===== config.mk =====
export PLATFORM = sky130hd
export DESIGN_NAME = code_length_rle_decoder_top
export DESIGN_NICKNAME = d
export VERILOG_FILES = /design/src/sv/clrd_pkg.sv /design/src/sv/code_length_rle_decoder_top.sv
export VERILOG_INCLUDE_DIRS = /design/src /design/src/sv
export SDC_FILE = /design/constraint.sdc
export NUM_CORES = 1
export LEC_CHECK = 0
export BUFFER_PORTS_ARGS = -buffer_cell sky130_fd_sc_hd__buf_2
export CAP_MARGIN = 20
export CELL_PAD_IN_SITES_DETAIL_PLACEMENT = 1
export CELL_PAD_IN_SITES_GLOBAL_PLACEMENT = 2
export CORE_ASPECT_RATIO = 0.75
export CORE_MARGIN = 1
export CORE_UTILIZATION = 39
export DETAILED_ROUTE_END_ITERATION = 16
export HOLD_SLACK_MARGIN = 0.1
export PLACE_DENSITY = 0.83
export SKIP_CTS_REPAIR_TIMING = 1
export SYNTH_ARGS = -nofsm -noshare
export SYNTH_HDL_FRONTEND = slang
export SYNTH_SLANG_ARGS = --single-unit
export TNS_END_PERCENT = 20

===== constraint.sdc =====
create_clock -name i_clk -period 17.5 [get_ports i_clk]
set_input_delay 1.75 -clock i_clk [delete_from_list [all_inputs] [get_ports i_clk]]
set_output_delay 1.75 -clock i_clk [all_outputs]
set_load 0.02 [all_outputs]

===== src/sv/code_length_rle_decoder_top_assert.svh =====
// assertion macros for the code length run decoder
`ifndef CODE_LENGTH_RLE_DECODER_TOP_ASSERT_SVH
`define CODE_LENGTH_RLE_DECODER_TOP_ASSERT_SVH

// same-cycle implication, disabled while reset is low
`define CLRD_ASSERT_NOW(label, ante, cons, msg) \
    label: assert property (@(posedge i_clk) disable iff (!i_rst_n) \
        (ante) |-> (cons)) else $error(msg);

// next-cycle implication, disabled while reset is low
`define CLRD_ASSERT_NEXT(label, ante, cons, msg) \
    label: assert property (@(posedge i_clk) disable iff (!i_rst_n) \
        (ante) |=> (cons)) else $error(msg);

`endif


===== src/sv/clrd_pkg.sv =====
// types and constants of the code length run decoder
`timescale 1ns / 1ps

package clrd_pkg;

    // symbol slicing
    localparam int unsigned SYM_BITS      = 5;
    localparam logic [4:0]  SYM_ZERO_RUN  = 5'd30;
    localparam logic [4:0]  SYM_LONG_RUN  = 5'd31;

    // table size register after reset
    localparam logic [9:0]  TABLE_ENTRIES_RESET = 10'd273;

    // pending escape
    typedef enum logic [1:0] {
        ESC_NONE = 2'd0,
        ESC_ZERO = 2'd1,
        ESC_HIGH = 2'd2
    } t_esc;

    // one run record
    typedef struct packed {
        logic [9:0] start_index;
        logic [4:0] length_value;
        logic [9:0] run_count;
        logic       table_full;
        logic       last_of_byte;
    } t_rec;

endpackage


===== src/sv/code_length_rle_decoder_top.sv =====
// Dataflow: an accepted item lands in the input register, is decoded once the two-entry record buffer
// can take its records, and its first record then shows on the outputs from the buffer's head slot.
// Throughput: one item per cycle while items give at most one record and i_ready is high; an item giving two
// records holds the input while both wait in the buffer, since the single output port drains one a cycle.
// Reset (synchronous, active low): decoder state and buffers empty, table_entries back to 273.
`timescale 1ns / 1ps

module code_length_rle_decoder_top
    import clrd_pkg::*;
#(
    parameter int unsigned MAX_ENTRIES = 1023
) (
    input  logic       i_clk,
    input  logic       i_rst_n,
    // configuration
    input  logic       i_cfg_wr_en,
    input  logic [9:0] i_cfg_wr_data,
    // input channel
    input  logic       i_valid,
    output logic       o_ready,
    input  logic       i_start_table,
    input  logic [7:0] i_data_byte,
    // output channel
    output logic       o_valid,
    input  logic       i_ready,
    output logic [9:0] o_start_index,
    output logic [4:0] o_length_value,
    output logic [9:0] o_run_count,
    output logic       o_table_full,
    output logic       o_last_of_byte
);

    localparam logic [16:0] MAX_LIM = 17'(MAX_ENTRIES);

    // configuration and input register
    logic [9:0]  r_cfg;
    logic        r_in_valid;
    logic        r_in_start;
    logic [7:0]  r_in_byte;

    // decoder state
    logic [11:0] r_buf;
    logic [3:0]  r_held;
    t_esc        r_esc;
    logic [9:0]  r_acc;
    logic [9:0]  r_done;
    logic        r_full;

    // record buffer, slot 0 is the head
    t_rec        r_ob [2];
    logic [1:0]  r_ocnt;

    // decode working values
    logic [11:0] c_buf;
    logic [3:0]  c_held;
    t_esc        c_esc;
    logic [9:0]  c_acc;
    logic [9:0]  c_done;
    logic        c_full;
    logic [11:0] c_shift;
    logic [4:0]  c_sym;
    logic [9:0]  c_run;
    logic        c_emit;
    logic [4:0]  c_elen;
    logic [9:0]  c_ecnt;
    logic [9:0]  c_rem;
    logic        c_efull;
    t_rec        c_rec;
    t_rec        c_rec_a;
    t_rec        c_rec_b;
    logic [1:0]  c_nrec;
    logic [9:0]  c_lim;
    logic        proc_go;

    // effective table size
    assign c_lim = ({7'd0, r_cfg} > MAX_LIM) ? MAX_LIM[9:0] : r_cfg;

    // decode when the buffer is empty after this cycle
    assign proc_go = r_in_valid && ((r_ocnt == 2'd0) || ((r_ocnt == 2'd1) && i_ready));
    assign o_ready = !r_in_valid || proc_go;

    // outputs from head slot
    assign o_valid        = (r_ocnt != 2'd0);
    assign o_start_index  = r_ob[0].start_index;
    assign o_length_value = r_ob[0].length_value;
    assign o_run_count    = r_ob[0].run_count;
    assign o_table_full   = r_ob[0].table_full;
    assign o_last_of_byte = r_ob[0].last_of_byte;

    // slice up to two symbols and build their records
    always_comb begin
        c_buf   = r_buf;
        c_held  = r_held;
        c_esc   = r_esc;
        c_acc   = r_acc;
        c_done  = r_done;
        c_full  = r_full;
        c_shift = '0;
        c_sym   = '0;
        c_run   = '0;
        c_emit  = 1'b0;
        c_elen  = '0;
        c_ecnt  = '0;
        c_rem   = '0;
        c_efull = 1'b0;
        c_rec   = '0;
        c_rec_a = '0;
        c_rec_b = '0;
        c_nrec  = 2'd0;
        if (r_in_start) begin
            c_buf  = '0;
            c_held = '0;
            c_esc  = ESC_NONE;
            c_acc  = '0;
            c_done = '0;
            c_full = 1'b0;
        end
        if (!c_full) begin
            c_buf  = {c_buf[3:0], r_in_byte};
            c_held = c_held + 4'd8;
            for (int k = 0; k < 2; k++) begin
                if ((c_held >= 4'(SYM_BITS)) && !c_full) begin
                    if (c_done >= c_lim) begin
                        c_full = 1'b1;
                    end else begin
                        c_held  = c_held - 4'(SYM_BITS);
                        c_shift = c_buf >> c_held;
                        c_sym   = c_shift[4:0];
                        c_emit  = 1'b0;
                        c_elen  = '0;
                        c_ecnt  = '0;
                        if (c_sym == SYM_ZERO_RUN) begin
                            c_esc = ESC_ZERO;
                        end else if (c_sym == SYM_LONG_RUN) begin
                            c_esc = ESC_HIGH;
                        end else begin
                            case (c_esc)
                                ESC_NONE: begin
                                    c_emit = 1'b1;
                                    c_elen = c_sym;
                                    c_ecnt = 10'd1;
                                end
                                ESC_ZERO: begin
                                    c_run = c_acc + {5'd0, c_sym};
                                    c_esc = ESC_NONE;
                                    c_acc = '0;
                                    if (c_run != 10'd0) begin
                                        c_emit = 1'b1;
                                        c_ecnt = c_run;
                                    end
                                end
                                ESC_HIGH: begin
                                    c_acc = {c_sym, 5'd0};
                                    c_esc = ESC_ZERO;
                                end
                                default: begin
                                    c_esc = ESC_NONE;
                                end
                            endcase
                        end
                        // clamp run at the table end
                        if (c_emit) begin
                            c_rem   = c_lim - c_done;
                            c_efull = (c_ecnt >= c_rem);
                            if (c_efull) begin
                                c_ecnt = c_rem;
                            end
                            c_rec.start_index  = c_done;
                            c_rec.length_value = c_elen;
                            c_rec.run_count    = c_ecnt;
                            c_rec.table_full   = c_efull;
                            c_rec.last_of_byte = 1'b0;
                            c_done = c_done + c_ecnt;
                            c_full = c_efull;
                            if (c_nrec == 2'd0) begin
                                c_rec_a = c_rec;
                            end else begin
                                c_rec_b = c_rec;
                            end
                            c_nrec = c_nrec + 2'd1;
                        end
                    end
                end
            end
            c_buf = c_buf & ((12'd1 << c_held) - 12'd1);
        end
        // mark the final record of the item
        if (c_nrec == 2'd2) begin
            c_rec_b.last_of_byte = 1'b1;
        end else if (c_nrec == 2'd1) begin
            c_rec_a.last_of_byte = 1'b1;
        end
    end

    // configuration register
    always_ff @(posedge i_clk) begin
        if (!i_rst_n) begin
            r_cfg <= TABLE_ENTRIES_RESET;
        end else if (i_cfg_wr_en) begin
            r_cfg <= i_cfg_wr_data;
        end
    end

    // input register
    always_ff @(posedge i_clk) begin
        if (!i_rst_n) begin
            r_in_valid <= 1'b0;
        end else if (o_ready) begin
            r_in_valid <= i_valid;
        end
    end

    always_ff @(posedge i_clk) begin
        if (o_ready && i_valid) begin
            r_in_start <= i_start_table;
            r_in_byte  <= i_data_byte;
        end
    end

    // decoder state
    always_ff @(posedge i_clk) begin
        if (!i_rst_n) begin
            r_buf  <= '0;
            r_held <= '0;
            r_esc  <= ESC_NONE;
            r_acc  <= '0;
            r_done <= '0;
            r_full <= 1'b0;
        end else if (proc_go) begin
            r_buf  <= c_buf;
            r_held <= c_held;
            r_esc  <= c_esc;
            r_acc  <= c_acc;
            r_done <= c_done;
            r_full <= c_full;
        end
    end

    // record buffer count
    always_ff @(posedge i_clk) begin
        if (!i_rst_n) begin
            r_ocnt <= 2'd0;
        end else if (proc_go) begin
            r_ocnt <= c_nrec;
        end else if (o_valid && i_ready) begin
            r_ocnt <= r_ocnt - 2'd1;
        end
    end

    // record buffer payload
    always_ff @(posedge i_clk) begin
        if (proc_go) begin
            r_ob[0] <= c_rec_a;
            r_ob[1] <= c_rec_b;
        end else if (o_valid && i_ready) begin
            r_ob[0] <= r_ob[1];
        end
    end

`include "code_length_rle_decoder_top_assert.svh"

    `CLRD_ASSERT_NOW(a_ocnt_range, 1'b1, r_ocnt != 2'd3, "record buffer over two entries")
    `CLRD_ASSERT_NEXT(a_full_holds, proc_go && r_full && !r_in_start, r_done == $past(r_done), "entries grew after table full")
    `CLRD_ASSERT_NOW(a_full_is_last, o_valid && o_table_full, o_last_of_byte, "full record not last of its item")
    `CLRD_ASSERT_NOW(a_no_go_when_two, r_ocnt == 2'd2, !proc_go, "decode while buffer holds two records")

endmodule

# [Yosys cells after proc, flatten, opt, wreduce, memory -nomap -nowiden]
# Memory sizes are Yosys's and may differ from the RTL's.
# Index checks and enable logic that the tools add are counted.
[word_totals] regBits=53 ram_bits=54 in_bits=24 word_cells=195 n_memories=1
[mem_list] name="r_ob" depth=2 width=27 rd=2 rd_clocked_by_memory_dff=0 write_ports=2 line_no="code_length_rle_decoder_top.sv:50" rtl="t_rec r_ob [2];"
[classes] n_addsub=12 magnitude_cmp=6 eq_ne=11 n_shift=3 n_mux=130 bitwise=2 reduce_logical=19
[ops] cell="$mux 10" count=42
[ops] cell="$mux 27" count=14
[ops] cell="$pmux 10 s2" count=4
[ops] cell="$ge 10x10->1" count=4
[ops] cell="$mux 4" count=10
[ops] cell="$mux 2" count=18
[ops] cell="$mux 1" count=32
[ops] cell="$mux 5" count=6
[ops] cell="$shr 12x4->5" count=2
[ops] cell="$add 10x10->10" count=2
[ops] cell="$add 10x5->10" count=2
[ops] cell="$eq 5x5->1 const B" count=4
[ops] cell="$reduce_bool 10->1" count=2
[ops] cell="$sub 10x10->10" count=2
[ops] cell="$eq 2x1->1 const B" count=4
[ops] cell="$ge 4x3->1 const B" count=2
[ops] cell="$logic_not 2->1" count=4
[ops] cell="$pmux 2 s2" count=2
[ops] cell="$sub 4x3->4 const B" count=2
[ops] cell="$eq 2x2->1 const B" count=3
[ops] cell="$logic_and 1x1->1" count=6
[ops] cell="$add 4x4->4 const B" count=1
[ops] cell="$and 4x4->4" count=1
[ops] cell="$pmux 1 s2" count=2
[ops] cell="8 further kinds" count=12

# [Depth between registers and ports, before layout]
[depth] depth_word=42 ltp_mapped=71 ltp_nobuf=65

# [Worst setup path after synthesis]
# No wires, ideal clock.
[synth_path] path_type="register to register" from="register r_in_start" to="register r_done[9]" setup_ns=0.060 t_arrival_ns=13.190 required_ns=17.440 setup_slack_ns=4.250 stages_incl_launch_ff=70 path_buffers=6 period_less_slack_ns=13.250 path_cell_list="edfxtp_1 > buf_2 > inv_1 > clkbuf_1 > clkbuf_1 > nand2_1 > ha_1 > clkbuf_1 > mux4_2 > and2_1 > nand3_1 > o21ai_1 > ha_1 > fa_1 > a21oi_1 > o21ai_0 > a211oi_1 > and4_1 > (+34 left out) > clkbuf_1 > clkbuf_1 > nand2_1 > o21ai_0 > inv_1 > ha_1 > a21o_1 > a21oi_1 > o21bai_1 > a21oi_1 > o21bai_1 > a21oi_1 > o21bai_1 > a21oi_1 > a41oi_1 > a211oi_1 > a21boi_0 > a311o_1"
[synth_via] elab_chain_cells=36
[synth_lines] element="start: declaration" line_no="code_length_rle_decoder_top.sv:38" rtl="logic r_in_start;"
[synth_lines] element="start signal: assignment" line_no="code_length_rle_decoder_top.sv:215" rtl="r_in_start <= i_start_table;"
[synth_lines] element="$mux 4" line_no="code_length_rle_decoder_top.sv:110" rtl="if (r_in_start) begin"
[synth_lines] element="$add 4x4->4" line_no="code_length_rle_decoder_top.sv:120" rtl="c_held = c_held + 4'd8;"
[synth_lines] element="$sub 4x3->4" line_no="code_length_rle_decoder_top.sv:126" rtl="c_held = c_held - 4'(SYM_BITS);"
[synth_lines] element="$shr 12x4->5" line_no="code_length_rle_decoder_top.sv:127" rtl="c_shift = c_buf >> c_held;"
[synth_lines] element="$add 10x5->10" line_no="code_length_rle_decoder_top.sv:144" rtl="c_run = c_acc + {5'd0, c_sym};"
[synth_lines] element="$reduce_bool 10->1" line_no="code_length_rle_decoder_top.sv:147" rtl="if (c_run != 10'd0) begin"
[synth_lines] element="$mux 10" line_no="code_length_rle_decoder_top.sv:147"
[synth_lines] element="$pmux 10 s2" line_no="code_length_rle_decoder_top.sv:137" rtl="case (c_esc)"
[synth_lines] element="(+20 left out)"
[synth_lines] element="$mux 10" line_no="code_length_rle_decoder_top.sv:123" rtl="if (c_done >= c_lim) begin"
[synth_lines] element="$mux 10" line_no="code_length_rle_decoder_top.sv:122" rtl="if ((c_held >= 4'(SYM_BITS)) && !c_full) begin"
[synth_lines] element="$mux 10" line_no="code_length_rle_decoder_top.sv:118" rtl="if (!c_full) begin"
[synth_lines] element="$add 10x10->10" line_no="code_length_rle_decoder_top.sv:173" rtl="c_done = c_done + c_ecnt;"
[synth_lines] element="$mux 10" line_no="code_length_rle_decoder_top.sv:162" rtl="if (c_emit) begin"
[synth_lines] element="$mux 10" line_no="code_length_rle_decoder_top.sv:123"
[synth_lines] element="$mux 10" line_no="code_length_rle_decoder_top.sv:122"
[synth_lines] element="$mux 10 (*)" line_no="code_length_rle_decoder_top.sv:118"
[synth_lines] element="end signal: assignment" line_no="code_length_rle_decoder_top.sv:234" rtl="r_done <= c_done;"
[synth_lines] element="end: declaration" line_no="code_length_rle_decoder_top.sv:46" rtl="logic [9:0] r_done;"
# Mark *: on every way between the ends. The rest lies on a longest branch, timed or not. The select of a mux whose other input is x is not followed.
# A chain may end at the register's enable or synchronous reset.

# [Final worst setup path]
[layout_path] from="register r_held[0]" to="register r_done[9]"
[layout_via] elab_chain_cells=36
[layout_lines] element="start: declaration" line_no="code_length_rle_decoder_top.sv:43" rtl="logic [3:0] r_held;"
[layout_lines] element="start signal: assignment" line_no="code_length_rle_decoder_top.sv:231" rtl="r_held <= c_held;"
[layout_lines] element="$mux 4 (*)" line_no="code_length_rle_decoder_top.sv:110"
[layout_lines] element="$add 4x4->4 (*)" line_no="code_length_rle_decoder_top.sv:120"
[layout_lines] element="$sub 4x3->4" line_no="code_length_rle_decoder_top.sv:126"
[layout_lines] element="$shr 12x4->5" line_no="code_length_rle_decoder_top.sv:127"
[layout_lines] element="$add 10x5->10" line_no="code_length_rle_decoder_top.sv:144"
[layout_lines] element="$reduce_bool 10->1" line_no="code_length_rle_decoder_top.sv:147"
[layout_lines] element="$mux 10" line_no="code_length_rle_decoder_top.sv:147"
[layout_lines] element="$pmux 10 s2" line_no="code_length_rle_decoder_top.sv:137"
[layout_lines] element="(+20 left out)"
[layout_lines] element="$mux 10" line_no="code_length_rle_decoder_top.sv:123"
[layout_lines] element="$mux 10" line_no="code_length_rle_decoder_top.sv:122"
[layout_lines] element="$mux 10" line_no="code_length_rle_decoder_top.sv:118"
[layout_lines] element="$add 10x10->10" line_no="code_length_rle_decoder_top.sv:173"
[layout_lines] element="$mux 10" line_no="code_length_rle_decoder_top.sv:162"
[layout_lines] element="$mux 10" line_no="code_length_rle_decoder_top.sv:123"
[layout_lines] element="$mux 10 (*)" line_no="code_length_rle_decoder_top.sv:122"
[layout_lines] element="$mux 10 (*)" line_no="code_length_rle_decoder_top.sv:118"
# Marks and branches as above.

==> run summary <==
The die covers 26,000 µm². The DRC violations left is 0, and the global-route wire length before repair is 55,600 µm. For the number of hold violations in the final report, the log shows 0. Once the floorplan was initialized, standard cells occupied 39.7% of the core.

Across the routed clock network, the largest skew measured is 0.0151 ns. The synthesized netlist contains 96 unique library cells. For the initial antenna violation count, the log shows 2.

The detailed placement HPWL was 28,500 µm. During synthesis, Yosys emitted a total of 0 warnings. The run gives 107 as the clock net sink count. After synthesis, the mean cell area works out to 8.37 µm². TritonCTS built the clock tree. Among the stages of the critical path, the cell type that occurs most often is a21oi_1. The largest single stage delay on the critical path is 0.73 ns. The die extent in x was 186 µm; the count of standard-cell rows was 50.

The setup TNS is 0 ns, and the share of the synthesized area in the top cell type is 19.1%. The number of cells produced by synthesis came out at 1,180. Ranked by total cell area, the synthesized netlist is headed by edfxtp_1 19%, ha_1 10%, dfxtp_1 8.9%.

By count the netlist is led by 118 x nand2_1, 118 x nor2_1, 82 x ha_1. The sum of routed wire length over all layers came out at 36,100 µm. The number of global-route vias before repair was 9,136; the number of vias per cell was 6.02. The data arrival time at the worst-slack endpoint came out at 15.94 ns. The launching element type of the critical path is a flip-flop. The tool flagged a number of max-cap violations equal to 0.

CTS built an H-tree with a depth of 3. Clock transition time at the flip-flop clock pins of the worst setup and hold paths: 0.08 ns. Timing would allow up to 64.0 MHz.

Counting every net in the synthesized netlist gives 1,292. From bottom edge to top edge, the die measures 140 µm. The run finished with clean final reports. The final cycle utilization of the critical path works out to 89.3%. With fillers left out, the area of the finished cells amounts to 10,700 µm². The maximum number of pins on one net before global-route repair is 40. Number of antenna-violating nets in the routed design: 0. The power per standard cell area is 139 nW/µm², and the post-synthesis async set-or-reset flop share is 0%. The number of buffer and inverter stages on the critical path was 3; the required time reported for the critical path endpoint was 17.82 ns. Among all flip-flop cells after synthesis, the most frequent one is edfxtp_1. STA classifies the critical path endpoint as a flip-flop. The total congestion overflow after global routing is 0, and the total number of vias is 9,343. The region available for standard cell placement spans 24,900 µm².

For the total track usage, the log shows 28.6%. The time the worst path needs with I/O delays and setup is 15.62 ns. The worst setup path is of the flip-flop to flip-flop kind. The tightest hold path in the finished design has a slack of 0.472 ns.

The share of the Yosys chip area taken by registers is 28.1%. The synthesis-to-finish area growth came out at 8.51%. Cells with a size suffix above 1 make up 11.3% of the layout. Of all cell types, the one taking the most synthesized area is edfxtp_1. The static power due to leakage is 4.43 nW, and the pre-CTS worst setup slack is 2.30 ns. The actual transition at the worst max-transition pin works out to 1.04 ns. Setup violations remaining at the end of the flow were counted as 0.

The placed standard-cell area was 10,400 µm². Setup repair after global routing left no endpoint under its margin. The clock reaches the later pin of the worst-skew pair after 0.38 ns. Total of buffers placed on input and output ports: 52. Number of iterations in the first detailed-routing pass: 5.

TritonCTS created 9 clock buffers. The slowest stage of the critical path belongs to the cell dfxtp_1. Once routing completed, OpenROAD measured the worst setup slack at 1.88 ns.

The run gives 9880 µm² as the combined area of all synthesized cells. The highest fanout seen on the critical path works out to 20. The layout net count is 1,321.

Routability congestion estimate: 0.948. The final max-slew violation count was 0; the number of flops mapped to enable cells by yosys was 63. Counting flops and latches in the post-synthesis netlist gives 107. In this run the clock root is driven by a clkbuf_16. On the critical path the largest part of the delay comes from compound AO/OA/AOI/OAI gates.

The logs give 2 for the maximum clock path buffer count and 90.1 µV for the largest vdd supply drop. Number of I/O pins: 53. The path class of the tightest hold or removal check is flip-flop to flip-flop.

Measured against its own limit, the worst slew margin works out to 30.0%. For this block, the initial DRC count from the detailed router was 708. Dividing the detail-routed wire length by the instance count gives 23.3 µm.
## power by group
group | leakage, nW | total, mW | internal (mW) | switching, mW
clock network | 0.134 | 0.209 | 0.0992 | 0.110
registers | 0.971 | 0.364 | 0.333 | 0.0310
logic | 3.32 | 0.920 | 0.302 | 0.617
## final timing paths
path	depth (start not counted)	end	start	slack, ns
hold / removal	2	r_esc[0]$_SDFFE_PN0P_	r_esc[0]$_SDFFE_PN0P_	0.47
setup reg to reg	59	r_done[9]$_SDFFE_PN0P_	r_held[0]$_SDFFE_PN0P_	1.88
hold reg to reg	2	r_esc[0]$_SDFFE_PN0P_	r_esc[0]$_SDFFE_PN0P_	0.47
setup / recovery	59	r_done[9]$_SDFFE_PN0P_	r_held[0]$_SDFFE_PN0P_	1.88
## final cells by class
| type | count | area (µm²) |
|---|---|---|
| diodes | 1 | 2.50 |
| flip-flops and latches | 107 | 2770 |
| well taps | 338 | 423 |
| multi-input cells | 938 | 6530 |
| fillers | 3049 | 14200 |
| inverters | 83 | 312 |
| clock buffers | 9 | 225 |
| clock inverters | 7 | 58.8 |
| repair buffers | 70 | 395 |
## through the flow
| stage | power [mW] | util [%] | instances |
|---|---|---|---|
| final | 1.49 | 43.1 | 1553 |
| after global routing | 1.58 | 43.1 | 1552 |
| after CTS | 1.48 | 43.1 | 1552 |
| after detailed placement | 1.27 | 41.9 | 1536 |
| after global placement | 1.26 | 41.9 | 1536 |
| after floorplan | 0.978 | - | 1180 |
## cells in the final DEF, fill, tap and decap left out, types with 8 or more instances in the layout
master / Yosys / routed
mux4_2: 9 / 9
buf_4: 5 / 18
nand2_1: 118 / 118
o22ai_1: 10 / 10
a31oi_1: 9 / 9
o211ai_1: 8 / 8
nor2_1: 118 / 117
ha_1: 82 / 82
mux2i_1: 37 / 37
a21oi_1: 66 / 66
and2_1: 13 / 13
nor3_1: 31 / 31
xnor2_1: 38 / 38
or3_1: 8 / 8
clkbuf_16: 0 / 9
nand2b_1: 16 / 16
dfxtp_1: 44 / 44
buf_2: 12 / 52
a311oi_1: 9 / 9
xor2_1: 12 / 12
a21o_1: 22 / 22
o21bai_1: 14 / 14
o21ai_0: 81 / 81
mux2_2: 8 / 8
a22oi_1: 12 / 12
nand4_1: 8 / 8
nor2b_1: 10 / 9
and3_1: 19 / 19
edfxtp_1: 63 / 63
nand3_1: 34 / 34
a211oi_1: 21 / 21
inv_1: 79 / 79
## per-layer routing
| layer | wire, µm | part of all wire (%) | GRT usage, % |
|---|---|---|---|
| met2 | 14200 | 39 | 39.2 |
| met5 | 0 | 0 | 0 |
| met4 | 294 | 0.81 | 4.87 |
| met1 | 18500 | 51 | 44.1 |
| met3 | 3050 | 8.4 | 7.88 |
## worst register-to-register path: cells and delay by family (launching register included)
kind,cells,cell delay (ns)
buffers and inverters,3,0.45
flip-flops,1,0.73
AND/OR/NAND/NOR,9,2.20
XOR/XNOR,2,0.60
multiplexers,1,0.26
AO/OA/AOI/OAI,36,8.47
adder cells (fa/ha/maj),8,2.84
## state kept, by name (all words and copies together) (netlist names)
signal      flops
c_lim          10
r_acc          10
r_buf           4
r_done         10
r_esc           2
r_full          1
r_held          4
r_in_byte       8
r_in_start      1
r_in_valid      1
r_ob           54
r_ocnt          2
## cell families after synthesis
family	after synthesis	share of synthesized area, %
flops	107	28.1
xor+xnor	52	4.94
buf+inv	135	5.93
fa+ha+maj	89	11.7
mux	55	6.86
compound gates	332	22.7
simple gates	410	19.8
Power figures use the tool's default switching activity.
